## config.mk

```make
export PLATFORM = sky130hd
export DESIGN_NAME = disk_chs_geometry_unit
export DESIGN_NICKNAME = d
export VERILOG_FILES = /design/src/rtl/core/dcg_pkg.sv /design/src/rtl/core/dcg_cfg.sv /design/src/rtl/core/dcg_front.sv /design/src/rtl/core/dcg_select.sv /design/src/rtl/core/dcg_cyl.sv /design/src/rtl/core/disk_chs_geometry_unit.sv
export SDC_FILE = /design/constraint.sdc
export NUM_CORES = 2
export LEC_CHECK = 0
export CAP_MARGIN = 20
export CORE_MARGIN = 4
export CORE_UTILIZATION = 65
export CTS_CLUSTER_SIZE = 10
export DETAILED_ROUTE_END_ITERATION = 8
export DONT_BUFFER_PORTS = 1
export MAX_ROUTING_LAYER = met4
export PLACE_DENSITY = 0.81
export SLEW_MARGIN = 20
export SYNTH_ARGS = -nofsm -noshare
export SYNTH_HDL_FRONTEND = slang
export SYNTH_SLANG_ARGS = --single-unit
export TNS_END_PERCENT = 30
```

## constraint.sdc

```tcl
create_clock -name clk -period 25 [get_ports clk]
set_clock_uncertainty 0.05 [all_clocks]
set_input_delay 5 -clock clk [delete_from_list [all_inputs] [get_ports clk]]
set_output_delay 5 -clock clk [all_outputs]
set_load 0.02 [all_outputs]
```

## src/rtl/core/dcg_pkg.sv

```systemverilog
// Shared constants, types and a lookup function for the disk CHS geometry pipeline.
`timescale 1ns / 1ps

package dcg_pkg;

  localparam int BYTES_W       = 64;
  localparam int SECTOR_SHIFT  = 9;
  localparam int TOTAL_W       = 29;
  localparam int CFG_IDX_W     = 2;
  localparam int CFG_DATA_W    = 17;
  localparam int CYL_W         = 16;
  localparam int HEADS_W       = 8;
  localparam int SPT_W         = 8;
  localparam int RECIP_W       = 30;
  localparam int PROD_W        = TOTAL_W + RECIP_W;
  localparam int Q17_SH        = 34;
  localparam int Q31_SH        = 34;
  localparam int Q63_SH        = 35;
  localparam int Q255_SH       = 37;
  localparam int Q17_W         = PROD_W - Q17_SH;
  localparam int Q31_W         = PROD_W - Q31_SH;
  localparam int Q63_W         = PROD_W - Q63_SH;
  localparam int Q255_W        = PROD_W - Q255_SH;
  localparam int CTH_W         = 22;
  localparam int HSEL_W        = 5;
  localparam int CYL_LIMIT_SH  = 10;
  localparam int HRAW_W        = Q17_W + 1 - CYL_LIMIT_SH;
  localparam int BIG_CTH       = 16384;
  localparam int HEAD16_SH     = 4;
  localparam int SMALL_N_W     = 14;
  localparam int SMALL_RECIP_W = 17;
  localparam int SMALL_PROD_W  = SMALL_N_W + SMALL_RECIP_W;
  localparam int SMALL_SH      = 18;
  localparam int SMALL_Q_W     = SMALL_PROD_W - SMALL_SH;

  localparam logic [CFG_IDX_W-1:0] REG_OVR_HEADS     = 2'd0;
  localparam logic [CFG_IDX_W-1:0] REG_OVR_SECTORS   = 2'd1;
  localparam logic [CFG_IDX_W-1:0] REG_OVR_CYLINDERS = 2'd2;

  localparam logic [TOTAL_W-1:0] MAX_TOTAL   = 29'd267382800;
  localparam logic [TOTAL_W-1:0] LARGE_TOTAL = 29'd66059280;

  localparam logic [RECIP_W-1:0] RECIP17  =
    RECIP_W'(((64'd1 << Q17_SH) + 64'd16) / 64'd17);
  localparam logic [RECIP_W-1:0] RECIP31  =
    RECIP_W'(((64'd1 << Q31_SH) + 64'd30) / 64'd31);
  localparam logic [RECIP_W-1:0] RECIP63  =
    RECIP_W'(((64'd1 << Q63_SH) + 64'd62) / 64'd63);
  localparam logic [RECIP_W-1:0] RECIP255 =
    RECIP_W'(((64'd1 << Q255_SH) + 64'd254) / 64'd255);

  localparam logic [9:0]        CYL_ROUND = 10'd1023;
  localparam logic [HSEL_W-1:0] HEADS_MIN = 5'd4;
  localparam logic [HSEL_W-1:0] HEADS_MAX = 5'd16;
  localparam logic [SPT_W-1:0]  SPT_17    = 8'd17;
  localparam logic [SPT_W-1:0]  SPT_31    = 8'd31;
  localparam logic [SPT_W-1:0]  SPT_63    = 8'd63;
  localparam logic [SPT_W-1:0]  SPT_255   = 8'd255;

  typedef struct packed {
    logic              use_ovr;
    logic [CYL_W-1:0]   cylinders;
    logic [HEADS_W-1:0] heads;
    logic [SPT_W-1:0]   sectors;
  } ovr_t;

  typedef struct packed {
    logic              big_disk;
    logic [Q17_W-1:0]  q17;
    logic [Q31_W-1:0]  q31;
    logic [Q63_W-1:0]  q63;
    logic [Q255_W-1:0] q255;
  } quot_t;

  typedef struct packed {
    logic [CTH_W-1:0]  cth;
    logic [HSEL_W-1:0] heads;
    logic [SPT_W-1:0]  spt;
  } geom_t;

  // Rounded-up reciprocals of 2^18 for head counts 4 to 15; exact for 14-bit dividends.
  function automatic logic [SMALL_RECIP_W-1:0] small_recip(input logic [HSEL_W-1:0] h);
    logic [SMALL_RECIP_W-1:0] m;
    case (h)
      5'd4:    m = 17'd65536;
      5'd5:    m = 17'd52429;
      5'd6:    m = 17'd43691;
      5'd7:    m = 17'd37450;
      5'd8:    m = 17'd32768;
      5'd9:    m = 17'd29128;
      5'd10:   m = 17'd26215;
      5'd11:   m = 17'd23832;
      5'd12:   m = 17'd21846;
      5'd13:   m = 17'd20165;
      5'd14:   m = 17'd18725;
      5'd15:   m = 17'd17477;
      default: m = 17'd0;
    endcase
    return m;
  endfunction

endpackage

```

## src/rtl/core/dcg_cfg.sv

```systemverilog
// Override geometry registers and the check that decides whether they apply.
`timescale 1ns / 1ps

module dcg_cfg (
  input  logic                            clk,
  input  logic                            rst_n,
  input  logic                            cfg_wr_en,
  input  logic [dcg_pkg::CFG_IDX_W-1:0]   cfg_index,
  input  logic [dcg_pkg::CFG_DATA_W-1:0]  cfg_wdata,
  output dcg_pkg::ovr_t                   ovr
);
  import dcg_pkg::*;

  logic [HEADS_W-1:0]    heads_r;
  logic [SPT_W-1:0]      sectors_r;
  logic [CFG_DATA_W-1:0] cyl_r;

  always_ff @(posedge clk) begin
    if (!rst_n) begin
      heads_r   <= '0;
      sectors_r <= '0;
      cyl_r     <= CFG_DATA_W'(65536);
    end else if (cfg_wr_en) begin
      case (cfg_index)
        REG_OVR_HEADS:     heads_r   <= cfg_wdata[HEADS_W-1:0];
        REG_OVR_SECTORS:   sectors_r <= cfg_wdata[SPT_W-1:0];
        REG_OVR_CYLINDERS: cyl_r     <= cfg_wdata;
        default: ;
      endcase
    end
  end

  always_comb begin
    ovr.use_ovr   = (heads_r >= HEADS_W'(2)) && (sectors_r >= SPT_W'(2)) &&
                    !cyl_r[CFG_DATA_W-1];
    ovr.cylinders = cyl_r[CYL_W-1:0];
    ovr.heads     = heads_r;
    ovr.sectors   = sectors_r;
  end

endmodule

```

## src/rtl/core/dcg_front.sv

```systemverilog
// Front stages: sector count with clamp, then all candidate quotients by reciprocal multiply.
`timescale 1ns / 1ps

module dcg_front (
  input  logic                          clk,
  input  logic                          rst_n,
  input  logic                          adv,
  input  logic                          in_valid,
  input  logic [dcg_pkg::BYTES_W-1:0]   in_image_bytes,
  output logic                          quot_valid,
  output dcg_pkg::quot_t                quot
);
  import dcg_pkg::*;

  logic               s1_valid_r;
  logic [TOTAL_W-1:0] total_r;
  logic [TOTAL_W-1:0] total_nxt;
  logic               s2_valid_r;
  quot_t              quot_r;
  quot_t              quot_nxt;
  logic [PROD_W-1:0]  prod17;
  logic [PROD_W-1:0]  prod31;
  logic [PROD_W-1:0]  prod63;
  logic [PROD_W-1:0]  prod255;

  always_comb begin
    if ((|in_image_bytes[BYTES_W-1:SECTOR_SHIFT+TOTAL_W]) ||
        (in_image_bytes[SECTOR_SHIFT+TOTAL_W-1:SECTOR_SHIFT] > MAX_TOTAL)) begin
      total_nxt = MAX_TOTAL;
    end else begin
      total_nxt = in_image_bytes[SECTOR_SHIFT+TOTAL_W-1:SECTOR_SHIFT];
    end
  end

  always_comb begin
    prod17            = PROD_W'(total_r) * PROD_W'(RECIP17);
    prod31            = PROD_W'(total_r) * PROD_W'(RECIP31);
    prod63            = PROD_W'(total_r) * PROD_W'(RECIP63);
    prod255           = PROD_W'(total_r) * PROD_W'(RECIP255);
    quot_nxt.big_disk = (total_r >= LARGE_TOTAL);
    quot_nxt.q17      = prod17[PROD_W-1:Q17_SH];
    quot_nxt.q31      = prod31[PROD_W-1:Q31_SH];
    quot_nxt.q63      = prod63[PROD_W-1:Q63_SH];
    quot_nxt.q255     = prod255[PROD_W-1:Q255_SH];
  end

  always_ff @(posedge clk) begin
    if (!rst_n) begin
      s1_valid_r <= 1'b0;
      s2_valid_r <= 1'b0;
    end else if (adv) begin
      s1_valid_r <= in_valid;
      s2_valid_r <= s1_valid_r;
    end
  end

  always_ff @(posedge clk) begin
    if (adv) begin
      total_r <= total_nxt;
      quot_r  <= quot_nxt;
    end
  end

  assign quot_valid = s2_valid_r;
  assign quot       = quot_r;

endmodule

```

## src/rtl/core/dcg_select.sv

```systemverilog
// Selection stage: picks heads, sectors per track and the cylinder-times-heads count.
`timescale 1ns / 1ps

module dcg_select (
  input  logic            clk,
  input  logic            rst_n,
  input  logic            adv,
  input  logic            quot_valid,
  input  dcg_pkg::quot_t  quot,
  output logic            geom_valid,
  output dcg_pkg::geom_t  geom
);
  import dcg_pkg::*;

  logic               valid_r;
  geom_t              geom_r;
  geom_t              geom_nxt;
  logic [Q17_W:0]     q17_round;
  logic [HRAW_W-1:0]  heads_raw;
  logic [HRAW_W-1:0]  heads17;
  logic [Q17_W:0]     limit17;
  logic               retry;

  always_comb begin
    q17_round = {1'b0, quot.q17} + (Q17_W+1)'(CYL_ROUND);
    heads_raw = q17_round[Q17_W:CYL_LIMIT_SH];
    heads17   = (heads_raw < HRAW_W'(HEADS_MIN)) ? HRAW_W'(HEADS_MIN) : heads_raw;
    limit17   = {heads17, {CYL_LIMIT_SH{1'b0}}};
    retry     = (heads17 > HRAW_W'(HEADS_MAX)) || ({1'b0, quot.q17} >= limit17);

    if (quot.big_disk) begin
      geom_nxt.cth   = CTH_W'(quot.q255);
      geom_nxt.heads = HEADS_MAX;
      geom_nxt.spt   = SPT_255;
    end else if (retry) begin
      geom_nxt.heads = HEADS_MAX;
      if (quot.q31 >= Q31_W'(BIG_CTH)) begin
        geom_nxt.cth = CTH_W'(quot.q63);
        geom_nxt.spt = SPT_63;
      end else begin
        geom_nxt.cth = CTH_W'(quot.q31);
        geom_nxt.spt = SPT_31;
      end
    end else begin
      geom_nxt.cth   = CTH_W'(quot.q17);
      geom_nxt.heads = heads17[HSEL_W-1:0];
      geom_nxt.spt   = SPT_17;
    end
  end

  always_ff @(posedge clk) begin
    if (!rst_n) begin
      valid_r <= 1'b0;
    end else if (adv) begin
      valid_r <= quot_valid;
    end
  end

  always_ff @(posedge clk) begin
    if (adv) begin
      geom_r <= geom_nxt;
    end
  end

  assign geom_valid = valid_r;
  assign geom       = geom_r;

endmodule

```

## src/rtl/core/dcg_cyl.sv

```systemverilog
// Final stage: divides by the head count, applies the override and holds the result beat.
`timescale 1ns / 1ps

module dcg_cyl (
  input  logic                          clk,
  input  logic                          rst_n,
  input  logic                          adv,
  input  logic                          geom_valid,
  input  dcg_pkg::geom_t                geom,
  input  dcg_pkg::ovr_t                 ovr,
  output logic                          out_valid,
  output logic [dcg_pkg::CYL_W-1:0]     out_cylinders,
  output logic [dcg_pkg::HEADS_W-1:0]   out_heads,
  output logic [dcg_pkg::SPT_W-1:0]     out_sectors_per_track,
  output logic                          out_from_override
);
  import dcg_pkg::*;

  logic                     valid_r;
  logic [CYL_W-1:0]         cyl_r;
  logic [CYL_W-1:0]         cyl_nxt;
  logic [HEADS_W-1:0]       heads_r;
  logic [HEADS_W-1:0]       heads_nxt;
  logic [SPT_W-1:0]         spt_r;
  logic [SPT_W-1:0]         spt_nxt;
  logic                     ovr_r;
  logic [SMALL_PROD_W-1:0]  small_prod;

  always_comb begin
    small_prod = SMALL_PROD_W'(geom.cth[SMALL_N_W-1:0]) *
                 SMALL_PROD_W'(small_recip(geom.heads));
    if (ovr.use_ovr) begin
      cyl_nxt   = ovr.cylinders;
      heads_nxt = ovr.heads;
      spt_nxt   = ovr.sectors;
    end else begin
      if (geom.heads == HEADS_MAX) begin
        cyl_nxt = geom.cth[HEAD16_SH+CYL_W-1:HEAD16_SH];
      end else begin
        cyl_nxt = CYL_W'(small_prod[SMALL_PROD_W-1:SMALL_SH]);
      end
      heads_nxt = HEADS_W'(geom.heads);
      spt_nxt   = geom.spt;
    end
  end

  always_ff @(posedge clk) begin
    if (!rst_n) begin
      valid_r <= 1'b0;
    end else if (adv) begin
      valid_r <= geom_valid;
    end
  end

  always_ff @(posedge clk) begin
    if (adv) begin
      cyl_r   <= cyl_nxt;
      heads_r <= heads_nxt;
      spt_r   <= spt_nxt;
      ovr_r   <= ovr.use_ovr;
    end
  end

  assign out_valid             = valid_r;
  assign out_cylinders         = cyl_r;
  assign out_heads             = heads_r;
  assign out_sectors_per_track = spt_r;
  assign out_from_override     = ovr_r;

endmodule

```

## src/rtl/core/disk_chs_geometry_unit.sv

```systemverilog
// Top level of the disk CHS geometry unit: image size in, cylinder/head/sector geometry out.
// The input channel takes one image size in bytes per beat (in_valid, in_stall,
// in_image_bytes). Each input beat yields exactly one result beat on the output
// channel (out_valid, out_stall and the four geometry fields), in order.
// The configuration port writes the override heads, sectors and cylinders
// registers on any cycle with cfg_wr_en high; write them only while no item is
// in flight. A usable override is returned unchanged with out_from_override set.
// The datapath is a four-stage pipeline: sector clamp, reciprocal multiplies by
// 17, 31, 63 and 255, geometry selection, and the final divide by the head count
// into the output register. One beat is taken every cycle unless in_stall is high,
// so the sustained rate is one item per cycle while the receiver does not stall.
// When the receiver stalls while a result is held, the whole pipeline freezes
// and in_stall rises in the same cycle; nothing is dropped or repeated.
// Reset is synchronous and active low. It empties the pipeline and returns the
// override registers to heads 0, sectors 0, cylinders 65536 (override off).
`timescale 1ns / 1ps

module disk_chs_geometry_unit (
  input  logic                            clk,
  input  logic                            rst_n,
  input  logic                            in_valid,
  output logic                            in_stall,
  input  logic [dcg_pkg::BYTES_W-1:0]     in_image_bytes,
  output logic                            out_valid,
  input  logic                            out_stall,
  output logic [dcg_pkg::CYL_W-1:0]       out_cylinders,
  output logic [dcg_pkg::HEADS_W-1:0]     out_heads,
  output logic [dcg_pkg::SPT_W-1:0]       out_sectors_per_track,
  output logic                            out_from_override,
  input  logic                            cfg_wr_en,
  input  logic [dcg_pkg::CFG_IDX_W-1:0]   cfg_index,
  input  logic [dcg_pkg::CFG_DATA_W-1:0]  cfg_wdata
);
  import dcg_pkg::*;

  logic  adv;
  ovr_t  ovr;
  logic  quot_valid;
  quot_t quot;
  logic  geom_valid;
  geom_t geom;

  assign adv      = !(out_valid && out_stall);
  assign in_stall = !adv;

  dcg_cfg u_cfg (
    .clk       (clk),
    .rst_n     (rst_n),
    .cfg_wr_en (cfg_wr_en),
    .cfg_index (cfg_index),
    .cfg_wdata (cfg_wdata),
    .ovr       (ovr)
  );

  dcg_front u_front (
    .clk            (clk),
    .rst_n          (rst_n),
    .adv            (adv),
    .in_valid       (in_valid),
    .in_image_bytes (in_image_bytes),
    .quot_valid     (quot_valid),
    .quot           (quot)
  );

  dcg_select u_select (
    .clk        (clk),
    .rst_n      (rst_n),
    .adv        (adv),
    .quot_valid (quot_valid),
    .quot       (quot),
    .geom_valid (geom_valid),
    .geom       (geom)
  );

  dcg_cyl u_cyl (
    .clk                   (clk),
    .rst_n                 (rst_n),
    .adv                   (adv),
    .geom_valid            (geom_valid),
    .geom                  (geom),
    .ovr                   (ovr),
    .out_valid             (out_valid),
    .out_cylinders         (out_cylinders),
    .out_heads             (out_heads),
    .out_sectors_per_track (out_sectors_per_track),
    .out_from_override     (out_from_override)
  );

endmodule

```

==> metrics.cfg <==
[cells_and_area]
layout_commonest_cell=ha_1
drive_gt1_share_pct=3.02
layout_common_cells=1007 x ha_1, 940 x inv_1, 595 x fa_1
final_util_pct=69.1
area_growth_pct=4.80
fin_area_sq_um=45600
final_net_count=6003

[critical_path]
crit_required_ns=19.95
cp_cell_sequence=nand2_4 > inv_1
worstPathArrival_ns=6.15
cp_slowest_stage_delay_ns=0.77
path_delay_family=buffers and inverters
endpoint_kind=primary output
cp-start-kind=primary input
critPathMaxFanout=57
cp.depth=2
critPathBufInv=1
r2r_cells=25
worstSetupPathType=in -> out
slowest_stage=inv_1

[power]
clock_power_share_pct=23.6
power_frac_seq_pct=35.5
p_sw_uw=653
p_leak_uw=0.0245
p_int_uw=1000
sw_frac_of_total_pct=39.5
comb_power_share_pct=40.9
ir_drop_mv=0.0491
p_per_area_nw_per_um2=36.3

[timing]
maxSlewHeadroom_pct=28.5
min_period_ns=11.20
setup_viol=0
worstMarginPinSlew_ns=1.07
worst_slack_ns=13.80
hold_violations=0
setup-tns-final_ns=0
slew_viol_final=0
fmax_mhz=89.3
min_period_over_period_pct=44.8
rsz0062_at_grt=false

[global_route]
grt_max_degree=74
grt_pass1_vias=32200
track_usage_pct=30.9
antenna_found_initial=0
overflow=0
grt_pass1_wl_mm=169

[synthesis]
avgSynthCellArea_sq_um=10.1
ys_seq_area_share_pct=15.0
ys_types=88
synth_top_area_share_pct=29.0
synth_ff_type=edfxtp_1
syn_area_sq_um=43500
synth-edff-count=181
yosys-top-cells-area=ha_1 29%, fa_1 27%, edfxtp_1 12%
ys_seq_elements=235
synth_area_leader_cell=ha_1
syn_nets=5989
syn_inst=4299
synthArstFlopShare_pct=0
yosysWarnings=0

[floorplan]
fp.dieArea_sq_um=71100
coreArea_sq_um=66000
die_x_um=267
io-pin-count=123
die_h_um=267
initial_core_util_pct=65.9
fp-row-count=94

[drt]
drc=0
routedWlPerCell_um=19.8
via_per_inst=5.81
num_vias=30200
drt_first_pass_iters=5
routed_wl_mm=103
drtAntennaViolNets=0
drt_iter0_markers=1833

[clock_network]
clk_pin_slew_ns=0.06
clk_latency_ns=0.59
root_buffer=clkbuf_16
cts_buffers=29
cts_buffer_depth=3
cts-resized-gates=0
htree_levels=1
cts_tree=built
cts.sinks=235
cts_hold_buf=0
post-cts-setup-buffers=0

[min_path]
min_path_cells=2
hold_class=reg -> reg

[place]
postPlaceCellArea_sq_um=44700
hpwl_mm=86.1
gp_congestion=0.969
io_buffers=0
dp_slack_ns=13.79

[run]
cap_violations=0

[status]
status=completed

## stage by stage
| step | power [uW] | cells | hold WS [ns] |
|---|---|---|---|
| global placement | 1230 | 5146 | 0.399 |
| CTS | 1660 | 5200 | 0.413 |
| detailed placement | 1260 | 5146 | 0.407 |
| floorplan | 1040 | 4299 | 0.391 |
| finish | 1660 | 5201 | 0.411 |
| global route | 1770 | 5200 | 0.437 |
## power by group through the flow
stage	Clock, uW	Combinational (uW)	Sequential [uW]
2_1_floorplan	0	499	541
3_3_place_gp	0	642	592
3_5_place_dp	0	664	595
4_1_cts	397	673	587
5_1_grt	416	765	592
6_report	391	677	588
## synthesized netlist by cell type (all sizes together) (4+ instances only)
library cell,instances
a311oi,4
or2,19
edfxtp,181
nand4,36
clkbuf,62
o21a,18
o211ai,11
and3,16
o21ai,102
nor2,98
o41ai,5
nand2,335
xor2,35
nand3,46
a21boi,24
a221oi,6
a21oi,124
nor2b,54
a2111o,4
and4,5
or4b,4
inv,942
nand2b,18
a22o,9
a31oi,19
nand3b,4
fa,595
nor4,21
dfxtp,54
and2,121
a21o,80
o31ai,7
nor3,28
o2111ai,9
ha,1007
a211oi,19
o21bai,11
a311o,4
o311ai,7
mux2i,33
a211o,6
buf,5
xnor2,70
or3,7
## worst paths after layout
check / slack (ns) / to / startpoint
hold / removal: 0.41 / u_front.quot_valid$_SDFFE_PN0N_ / u_front.quot_valid$_SDFFE_PN0N_
setup / recovery: 13.80 / in_stall / out_stall
hold reg to reg: 0.41 / u_front.quot_valid$_SDFFE_PN0N_ / u_front.quot_valid$_SDFFE_PN0N_
setup reg to reg: 16.63 / u_front.quot[95]$_DFFE_PN_ / u_front.total_r[9]$_SDFFCE_PP0N_
## kinds of logic (layout without fill, tap and decap cells)
logic type | Yosys count | count (layout) | share of synthesized area, %
multiplexers | 34 | 34 | 0.786
flip-flops | 235 | 235 | 15.0
AO/OA/AOI/OAI | 491 | 491 | 7.62
buffers and inverters | 1009 | 1046 | 8.71
XOR/XNOR | 105 | 105 | 2.11
AND/OR/NAND/NOR | 822 | 822 | 9.41
adder cells (fa/ha/maj) | 1602 | 1602 | 56.4
other | 1 | 2 | 0.00862
## registers in the layout, summed over array words and instances (netlist names), named ones only
name	count
u_cyl.out_sectors_per_track	8
u_cfg.heads_r	8
u_select.geom_valid	1
u_cyl.out_cylinders	16
u_cfg.cyl_r	17
u_cyl.out_from_override	1
u_cyl.out_heads	8
u_select.geom	28
u_front.quot	91
u_front.s1_valid_r	1
u_cfg.sectors_r	8
u_front.quot_valid	1
u_cyl.out_valid	1
u_front.total_r	29
## final cells by class
cell class                      instances  area [sq um]
Multi-Input combinational cell       3055         33200
Fill cell                            4838         20400
Sequential cell                       235          6520
Inverter                              942          3540
Tap cell                              864          1080
Clock buffer                           49           821
Timing Repair Buffer                   50           375
Clock inverter                          5          43.8
Antenna cell                            1          2.50
## layer usage
| metal | global-route usage (%) | routed length (um) |
|---|---|---|
| met1 | 39.2 | 41900 |
| met2 | 51.1 | 49500 |
| met5 | - | 0 |
| met4 | 11.3 | 4830 |
| met3 | 4.36 | 6980 |
(Power assumes the default switching activity.)
